**src/design/idsf_pkg.sv**
```systemverilog
package idsf_pkg;

  // Default marker length and the length of the marker text
  localparam int MARKER_LEN_DEF = 12;
  localparam int MARK_TEXT_LEN  = 12;

  // Byte that opens every marker
  localparam logic [7:0] START_CHAR = 8'h25;

  // Marker text that opens a captured region
  localparam logic [7:0] BEGIN_MARK [MARK_TEXT_LEN] = '{
    8'h25, 8'h50, 8'h43, 8'h41, 8'h50, 8'h5F,
    8'h42, 8'h45, 8'h47, 8'h49, 8'h4E, 8'h25
  };

  // Marker text that closes a captured region
  localparam logic [7:0] CLOSE_MARK [MARK_TEXT_LEN] = '{
    8'h25, 8'h50, 8'h43, 8'h41, 8'h50, 8'h5F,
    8'h43, 8'h4C, 8'h4F, 8'h53, 8'h45, 8'h25
  };

  // Commands from controller to datapath
  typedef struct packed {
    logic take_in;    // input item accepted this cycle
    logic rep_step;   // emit one buffered byte
    logic emit_hold;  // emit the held input byte
  } dp_cmd_t;

  // Status from datapath to controller
  typedef struct packed {
    logic out_free;      // output register can load this cycle
    logic start_replay;  // incoming byte breaks a partial match, replay needed
    logic rep_last;      // replay index at last buffered byte
    logic hold_pct;      // held byte is the start character
  } dp_stat_t;

  // True when byte b equals the selected marker at position pos
  function automatic logic mark_has(input logic is_close, input logic [3:0] pos,
                                    input logic [7:0] b);
    logic hit;
    hit = 1'b0;
    if (pos < 4'(MARK_TEXT_LEN)) begin
      if (is_close) hit = (CLOSE_MARK[pos] == b);
      else          hit = (BEGIN_MARK[pos] == b);
    end
    return hit;
  endfunction

endpackage

```
**src/design/idsf_dp.sv**
```systemverilog
module idsf_dp
  import idsf_pkg::*;
#(
  parameter int MARKER_LEN = MARKER_LEN_DEF
) (
  input  logic       clk,
  input  logic       rst,
  input  logic [7:0] rx_byte,
  input  logic       m_tready,
  input  dp_cmd_t    cmd,
  output dp_stat_t   st,
  output logic       m_tvalid,
  output logic [7:0] m_tdata,
  output logic       m_tlast
);

  localparam int CW = $clog2(MARKER_LEN + 1);
  localparam int IW = $clog2(MARKER_LEN);

  // Match buffer and match tracking
  logic [7:0]    mbuf [MARKER_LEN];
  logic [CW-1:0] cnt, cnt_next;
  logic          mode, mode_next;
  logic          beg_ok, beg_ok_next;
  logic          cls_ok, cls_ok_next;
  logic [7:0]    hold, hold_next;
  logic [IW-1:0] rep_idx, rep_idx_next;

  // Output register
  logic       out_valid;
  logic [7:0] out_byte;
  logic       out_last;

  // Datapath controls
  logic          load;
  logic [7:0]    load_byte;
  logic          load_last;
  logic          wr_en;
  logic [IW-1:0] wr_addr;
  logic [7:0]    wr_data;

  logic          hit_beg, hit_cls, in_match, start_replay, rep_last, hold_pct, out_free;
  logic [CW-1:0] cnt_inc;
  logic          beg_new, cls_new;

  // Marker compare at the current position
  assign hit_beg      = mark_has(1'b0, 4'(cnt), rx_byte);
  assign hit_cls      = mark_has(1'b1, 4'(cnt), rx_byte);
  assign in_match     = (cnt != '0) && (hit_beg || hit_cls);
  assign start_replay = (cnt != '0) && !in_match && !mode;
  assign rep_last     = (rep_idx == IW'(cnt - 1'b1));
  assign hold_pct     = (hold == START_CHAR);
  assign out_free     = !out_valid || m_tready;
  assign cnt_inc      = cnt + 1'b1;
  assign beg_new      = beg_ok & hit_beg;
  assign cls_new      = cls_ok & hit_cls;

  assign st.out_free     = out_free;
  assign st.start_replay = start_replay;
  assign st.rep_last     = rep_last;
  assign st.hold_pct     = hold_pct;

  // Next-state and output load selection
  always_comb begin
    cnt_next     = cnt;
    mode_next    = mode;
    beg_ok_next  = beg_ok;
    cls_ok_next  = cls_ok;
    hold_next    = hold;
    rep_idx_next = rep_idx;
    load         = 1'b0;
    load_byte    = rx_byte;
    load_last    = 1'b1;
    wr_en        = 1'b0;
    wr_addr      = IW'(cnt);
    wr_data      = rx_byte;
    if (cmd.take_in) begin
      hold_next    = rx_byte;
      rep_idx_next = '0;
      if (in_match) begin
        wr_en       = 1'b1;
        beg_ok_next = beg_new;
        cls_ok_next = cls_new;
        if (cnt_inc == CW'(MARKER_LEN)) begin
          cnt_next = '0;
          if (beg_new)      mode_next = 1'b1;
          else if (cls_new) mode_next = 1'b0;
        end else begin
          cnt_next = cnt_inc;
        end
      end else if (!start_replay) begin
        if (rx_byte == START_CHAR) begin
          wr_en       = 1'b1;
          wr_addr     = '0;
          cnt_next    = CW'(1);
          beg_ok_next = 1'b1;
          cls_ok_next = 1'b1;
        end else begin
          cnt_next = '0;
          load     = !mode;
        end
      end
    end else if (cmd.rep_step) begin
      // buffered byte itself is picked in the output register block
      load         = 1'b1;
      load_last    = rep_last && hold_pct;
      rep_idx_next = rep_idx + 1'b1;
      if (rep_last) begin
        if (hold_pct) begin
          wr_en       = 1'b1;
          wr_addr     = '0;
          wr_data     = hold;
          cnt_next    = CW'(1);
          beg_ok_next = 1'b1;
          cls_ok_next = 1'b1;
        end else begin
          cnt_next = '0;
        end
      end
    end else if (cmd.emit_hold) begin
      load      = 1'b1;
      load_byte = hold;
      load_last = 1'b1;
    end
  end

  // Match buffer write
  always_ff @(posedge clk) begin
    if (wr_en) mbuf[wr_addr] <= wr_data;
  end

  // Payload state
  always_ff @(posedge clk) begin
    beg_ok  <= beg_ok_next;
    cls_ok  <= cls_ok_next;
    hold    <= hold_next;
    rep_idx <= rep_idx_next;
    if (load) begin
      out_byte <= cmd.rep_step ? mbuf[rep_idx] : load_byte;
      out_last <= load_last;
    end
  end

  // Control state
  always_ff @(posedge clk) begin
    if (rst) begin
      cnt       <= '0;
      mode      <= 1'b0;
      out_valid <= 1'b0;
    end else begin
      cnt  <= cnt_next;
      mode <= mode_next;
      if (load)          out_valid <= 1'b1;
      else if (m_tready) out_valid <= 1'b0;
    end
  end

  assign m_tvalid = out_valid;
  assign m_tdata  = out_byte;
  assign m_tlast  = out_last;

  // Partial match never holds a full marker length
  a_cnt_range: assert property (@(posedge clk) disable iff (rst)
    cnt < CW'(MARKER_LEN))
    else $error("match count reached marker length");

  // Never overwrite a result that is still waiting
  a_no_overwrite: assert property (@(posedge clk) disable iff (rst)
    out_valid && !m_tready |-> !load)
    else $error("output register overwritten while stalled");

  // Capture mode only moves on an accepted item
  a_mode_hold: assert property (@(posedge clk) disable iff (rst)
    !cmd.take_in |=> $stable(mode))
    else $error("capture mode changed without input");

endmodule

```
**src/design/idsf_ctrl.sv**
```systemverilog
module idsf_ctrl
  import idsf_pkg::*;
(
  input  logic     clk,
  input  logic     rst,
  input  logic     s_tvalid,
  input  dp_stat_t st,
  output dp_cmd_t  cmd,
  output logic     s_tready
);

  localparam logic [1:0] S_IDLE   = 2'd0;
  localparam logic [1:0] S_REPLAY = 2'd1;
  localparam logic [1:0] S_EMIT   = 2'd2;

  logic [1:0] state, state_next;

  assign s_tready = (state == S_IDLE) && st.out_free;

  // Sequencing of accept, replay and held-byte emit
  always_comb begin
    state_next    = state;
    cmd.take_in   = 1'b0;
    cmd.rep_step  = 1'b0;
    cmd.emit_hold = 1'b0;
    unique case (state)
      S_IDLE: begin
        if (s_tvalid && st.out_free) begin
          cmd.take_in = 1'b1;
          if (st.start_replay) state_next = S_REPLAY;
        end
      end
      S_REPLAY: begin
        if (st.out_free) begin
          cmd.rep_step = 1'b1;
          if (st.rep_last) state_next = st.hold_pct ? S_IDLE : S_EMIT;
        end
      end
      S_EMIT: begin
        if (st.out_free) begin
          cmd.emit_hold = 1'b1;
          state_next    = S_IDLE;
        end
      end
      default: state_next = S_IDLE;
    endcase
  end

  always_ff @(posedge clk) begin
    if (rst) state <= S_IDLE;
    else     state <= state_next;
  end

  // At most one datapath command per cycle
  a_cmd_onehot: assert property (@(posedge clk) disable iff (rst)
    $onehot0({cmd.take_in, cmd.rep_step, cmd.emit_hold}))
    else $error("conflicting datapath commands");

  // A broken match goes into replay
  a_enter_replay: assert property (@(posedge clk) disable iff (rst)
    cmd.take_in && st.start_replay |=> state == S_REPLAY)
    else $error("replay not started");

  // Replay continues until its last byte
  a_replay_run: assert property (@(posedge clk) disable iff (rst)
    state == S_REPLAY && cmd.rep_step && !st.rep_last |=> state == S_REPLAY)
    else $error("replay left early");

endmodule

```
**src/design/inband_delimiter_stream_filter.sv**
```systemverilog
// Channel   Group                      Payload
// input     s_tvalid/s_tready/s_tdata  s_tdata[7:0] rx_byte
// output    m_tvalid/m_tready/m_tdata  m_tdata[7:0] out_byte, m_tlast last_of_run
//
// An item that is buffered, swallowed or passed on directly needs no replay.
// An item that breaks a partial marker match while passing replays the match
// buffer one byte per cycle while the output is free, then emits itself unless
// it is the start character, which opens a new match; capture mode sends none.
// rst is synchronous; no clearing pass, the block takes items the cycle after.
// A stall on m_tready holds the output register and pauses the replay.
module inband_delimiter_stream_filter
  import idsf_pkg::*;
#(
  parameter int MARKER_LEN = MARKER_LEN_DEF
) (
  input  logic       clk,
  input  logic       rst,
  input  logic       s_tvalid,
  output logic       s_tready,
  input  logic [7:0] s_tdata,   // [7:0] rx_byte
  output logic       m_tvalid,
  input  logic       m_tready,
  output logic [7:0] m_tdata,   // [7:0] out_byte
  output logic       m_tlast
);

  dp_cmd_t  cmd;
  dp_stat_t st;

  idsf_ctrl u_ctrl (
    .clk      (clk),
    .rst      (rst),
    .s_tvalid (s_tvalid),
    .st       (st),
    .cmd      (cmd),
    .s_tready (s_tready)
  );

  idsf_dp #(
    .MARKER_LEN (MARKER_LEN)
  ) u_dp (
    .clk      (clk),
    .rst      (rst),
    .rx_byte  (s_tdata),
    .m_tready (m_tready),
    .cmd      (cmd),
    .st       (st),
    .m_tvalid (m_tvalid),
    .m_tdata  (m_tdata),
    .m_tlast  (m_tlast)
  );

endmodule

```
**config.mk**
```make
export PLATFORM = sky130hd
export DESIGN_NAME = inband_delimiter_stream_filter
export DESIGN_NICKNAME = d
export VERILOG_FILES = /design/src/design/idsf_pkg.sv /design/src/design/idsf_dp.sv /design/src/design/idsf_ctrl.sv /design/src/design/inband_delimiter_stream_filter.sv
export SDC_FILE = /design/constraint.sdc
export NUM_CORES = 1
export LEC_CHECK = 0
export BUFFER_PORTS_ARGS = -buffer_cell sky130_fd_sc_hd__buf_2
export CAP_MARGIN = 5
export CORE_MARGIN = 2
export CORE_UTILIZATION = 57
export CTS_BUF_LIST = sky130_fd_sc_hd__clkbuf_16
export DETAILED_ROUTE_END_ITERATION = 8
export PLACE_DENSITY = 0.74
export SYNTH_ARGS = -nofsm -noshare
export SYNTH_HDL_FRONTEND = slang
export SYNTH_HIERARCHICAL = 1
export SYNTH_SLANG_ARGS = --single-unit
```
**constraint.sdc**
```tcl
create_clock -name clk -period 4.8 [get_ports clk]
set_input_delay 0.48 -clock clk [delete_from_list [all_inputs] [get_ports clk]]
set_output_delay 0.48 -clock clk [all_outputs]
set_load 0.03 [all_outputs]
```
==> results.toml <==
[clocking]
worstSkewPairLatency_ns = 0.41
cts_tree = "done"
clock-root-buffer = "clkbuf_16"
cts_buffers = 17
path_clk_slew_ns = 0.06
cts_buffer_depth = 2
clock_sinks = 131
cts_setup_buffers = 0
cts_hold_buf = 0
ctsHtreeMaxLevel = 4
ctsResizeCount = 0

[final_layout]
nNetsFinal = 456
area_growth_pct = 13.28
multi_input_area_um2 = 2061
fin_util_pct = 65.95
n_antenna_cell = 0
regArea_um2 = 3774
drive_gt1_share_pct = 22.37
fillers = 706
fin_cells = 583

[detailed_routing]
ant_nets = 0
drtIter0Drc = 372
firstDrtPassIters = 5
drc_errors = 0
finalWirelength_um = 13060
num_vias = 3536
vias_per_cell = 6.065
wl_per_cell_um = 22.39

[timing]
report.final.slew_viol_count = 0
finClkSkew_ns = 0.01189
worstMarginPinSlew_ns = 1.052
slew_headroom_pct = 29.79
max_freq_ghz = 0.2463
hold_viol_final = 0
worst_hold_slack_ns = 0.3467
min_period_ns = 4.060
rsz0062_at_grt = "no"
fin_crit_sh_pct = 84.59
setup_viol = 0
setup_tns_ns = 0

[yosys]
synth_warnings = 6
syn-num-nets = 431
synth-compound-area-share_pct = 6.148
yosys.area.top_type = "edfxtp_1"
synth.avg_cell_area_um2 = 14.59
async_flop_share_pct = 0
synth_seq_area_share_pct = 63.07
postSynthRegisterBits = 131
synth_area_leaders = "edfxtp_1 58%, mux4_2 9.0%, dfxtp_1 5.4%"
yosys.area_share.adder_pct = 1.882
synthCells = 410
yosysUniqueCellTypes = 56
synth_top_flop_cell = "edfxtp_1"
netlist.area_leader.share_pct = 57.72
synth_edf_count = 115
synth_top_family_by_area = "multiplexers"
muxShareOfSynthArea_pct = 13.05
syn_area_um2 = 5983
yosys.area_share.simple_pct = 10.27
synth_xor_xnor_area_share_pct = 2.781

[global_route]
grtUsageTotal_pct = 24.73
grt_max_degree = 25
grt_pass1_vias = 3540
antenna_found_initial = 0
gr-total-overflow = 0
grt_pass1_wl_um = 20250

[flow_run]
drv_cap = 0

[run_status]
status = "complete, no violations"

[floorplanning]
rows = 37
start_util_pct = 58.22
die_y_um = 106.5
die-area_um2 = 11330
core_area_um2 = 10280
io_pins = 23
die_x_um = 106.5

[power_and_ir_drop]
irDropWorstVdd_uv = 236.7
pwr-share-clk_pct = 45.6
power.leakage_uw = 0.002212
p_int_uw = 2009
p_seq_share_pct = 49.2
power_frac_comb_pct = 5.3
cellPowerDensity_nw_per_um2 = 379.5
switching_share_pct = 21.90
power_uw = 2572
switching_power_uw = 563.4

[critical_path]
path_max_fanout = 15
cp_data_required_time_ns = 4.83
cp-end-kind = "register"
critPathLaunchType = "register"
path_class = "register to register"
arrival_ns = 4.09

[worst_hold_path]
hold_class = "input pin to register"

[place]
gp_congestion = 0.8368
place_hpwl_um = 8441
portBuffers = 22
dpl.cell_count = 552
[flip-flops by register name, indices dropped and copies added (netlist names), named ones only]
| signal | cells |
|---|---|
| u_dp/m_tlast | 1 |
| u_dp/m_tdata | 8 |
| u_dp/hold | 8 |
| u_dp/mbuf | 96 |
| u_dp/beg_ok | 1 |
| u_dp/mode | 1 |
| u_dp/cls_ok | 1 |
| u_ctrl/state | 2 |
| u_dp/m_tvalid | 1 |
| u_dp/rep_idx | 4 |
| u_dp/cnt | 4 |
[Yosys cell counts, types with 3 or more instances]
library cell / number
clkbuf_1: 14
dfxtp_1: 16
o21ai_0: 22
or2_2: 4
nand2_1: 33
nand3_1: 5
inv_1: 8
xnor2_1: 12
nor4_1: 6
o211ai_1: 3
or3_1: 3
o31ai_1: 5
nor2b_1: 10
mux4_2: 24
buf_4: 4
buf_1: 6
and2_1: 4
nor3_1: 4
edfxtp_1: 115
nor2_1: 17
a21oi_1: 6
a31oi_1: 3
ha_1: 9
mux2i_1: 24
xor2_1: 7
nand2b_1: 6
[metal layers]
metal / global-route usage (%) / part of all wire (%) / vias up
met5: 0 / 0 / -
met4: 9.926 / 2.1 / 0
met2: 38.64 / 49 / 140
met3: 7.480 / 7.3 / 20
met1: 32.77 / 41 / 1766
li1: - / - / 1610
[worst max-delay path, stage by stage, from the launching register on]
cell	delay (ns)
dfxtp_1	0.66
inv_1	0.21
ha_1	0.40
mux2i_1	0.25
xor2_1	0.18
o211ai_1	0.14
a2111oi_4	0.42
o21ai_2	0.22
or4_1	0.61
nor2_1	0.60
[cells by family after synthesis]
family | Yosys count
AO/OA/AOI/OAI | 54
XOR/XNOR | 19
adder cells (fa/ha/maj) | 9
buffers and inverters | 36
flip-flops | 131
multiplexers | 48
AND/OR/NAND/NOR | 113
[cell usage in the layout, fill, tap and decap left out, drive strengths merged, types with 10 or more instances in the layout]
| cell type | count |
|---|---|
| edfxtp | 115 |
| buf | 34 |
| xnor2 | 12 |
| mux2i | 24 |
| nor2b | 10 |
| dfxtp | 16 |
| mux4 | 24 |
| o21ai | 23 |
| nand2 | 33 |
| clkbuf | 17 |
| inv | 15 |
| nor2 | 17 |
[power by group through the flow]
stage | clock, uW | sequential, uW | combinational, uW
after floorplan | 0 | 1300 | 79.8
after global placement | 0 | 1290 | 130
after detailed placement | 0 | 1290 | 133
after CTS | 1190 | 1260 | 135
after global routing | 1240 | 1270 | 146
final | 1170 | 1260 | 136
[layout make-up]
type                       instances  area share (%)
clock buffer                      17           6.277
clock inverter                    14           1.735
inverter                           8          0.4430
multi-input combinational        243           30.40
sequential                       131           55.68
tap                              136           2.511
timing repair buffer              34           2.954
[path summary, 6_finish.rpt]
check / start / end / slack, ns / cells past startpoint
setup / recovery: u_dp/cnt[1] / u_dp/mbuf[11][0] / 0.74 / 9
setup reg to reg: u_dp/cnt[1] / u_dp/mbuf[11][0] / 0.74 / 9
hold / removal: s_tdata[5] / u_dp/hold[5] / 0.35 / 1
hold reg to reg: u_ctrl/state[1] / u_ctrl/state[0] / 0.54 / 1
[metrics by stage]
step	setup WS [ns]	instance area, um2
after detailed placement	0.8165	6235
after global routing	0.4073	6778
after global placement	1.010	6235
after CTS	0.7881	6778
after floorplan	0.8645	5983
final	0.7399	6778
Power figures use the tool's default switching activity.
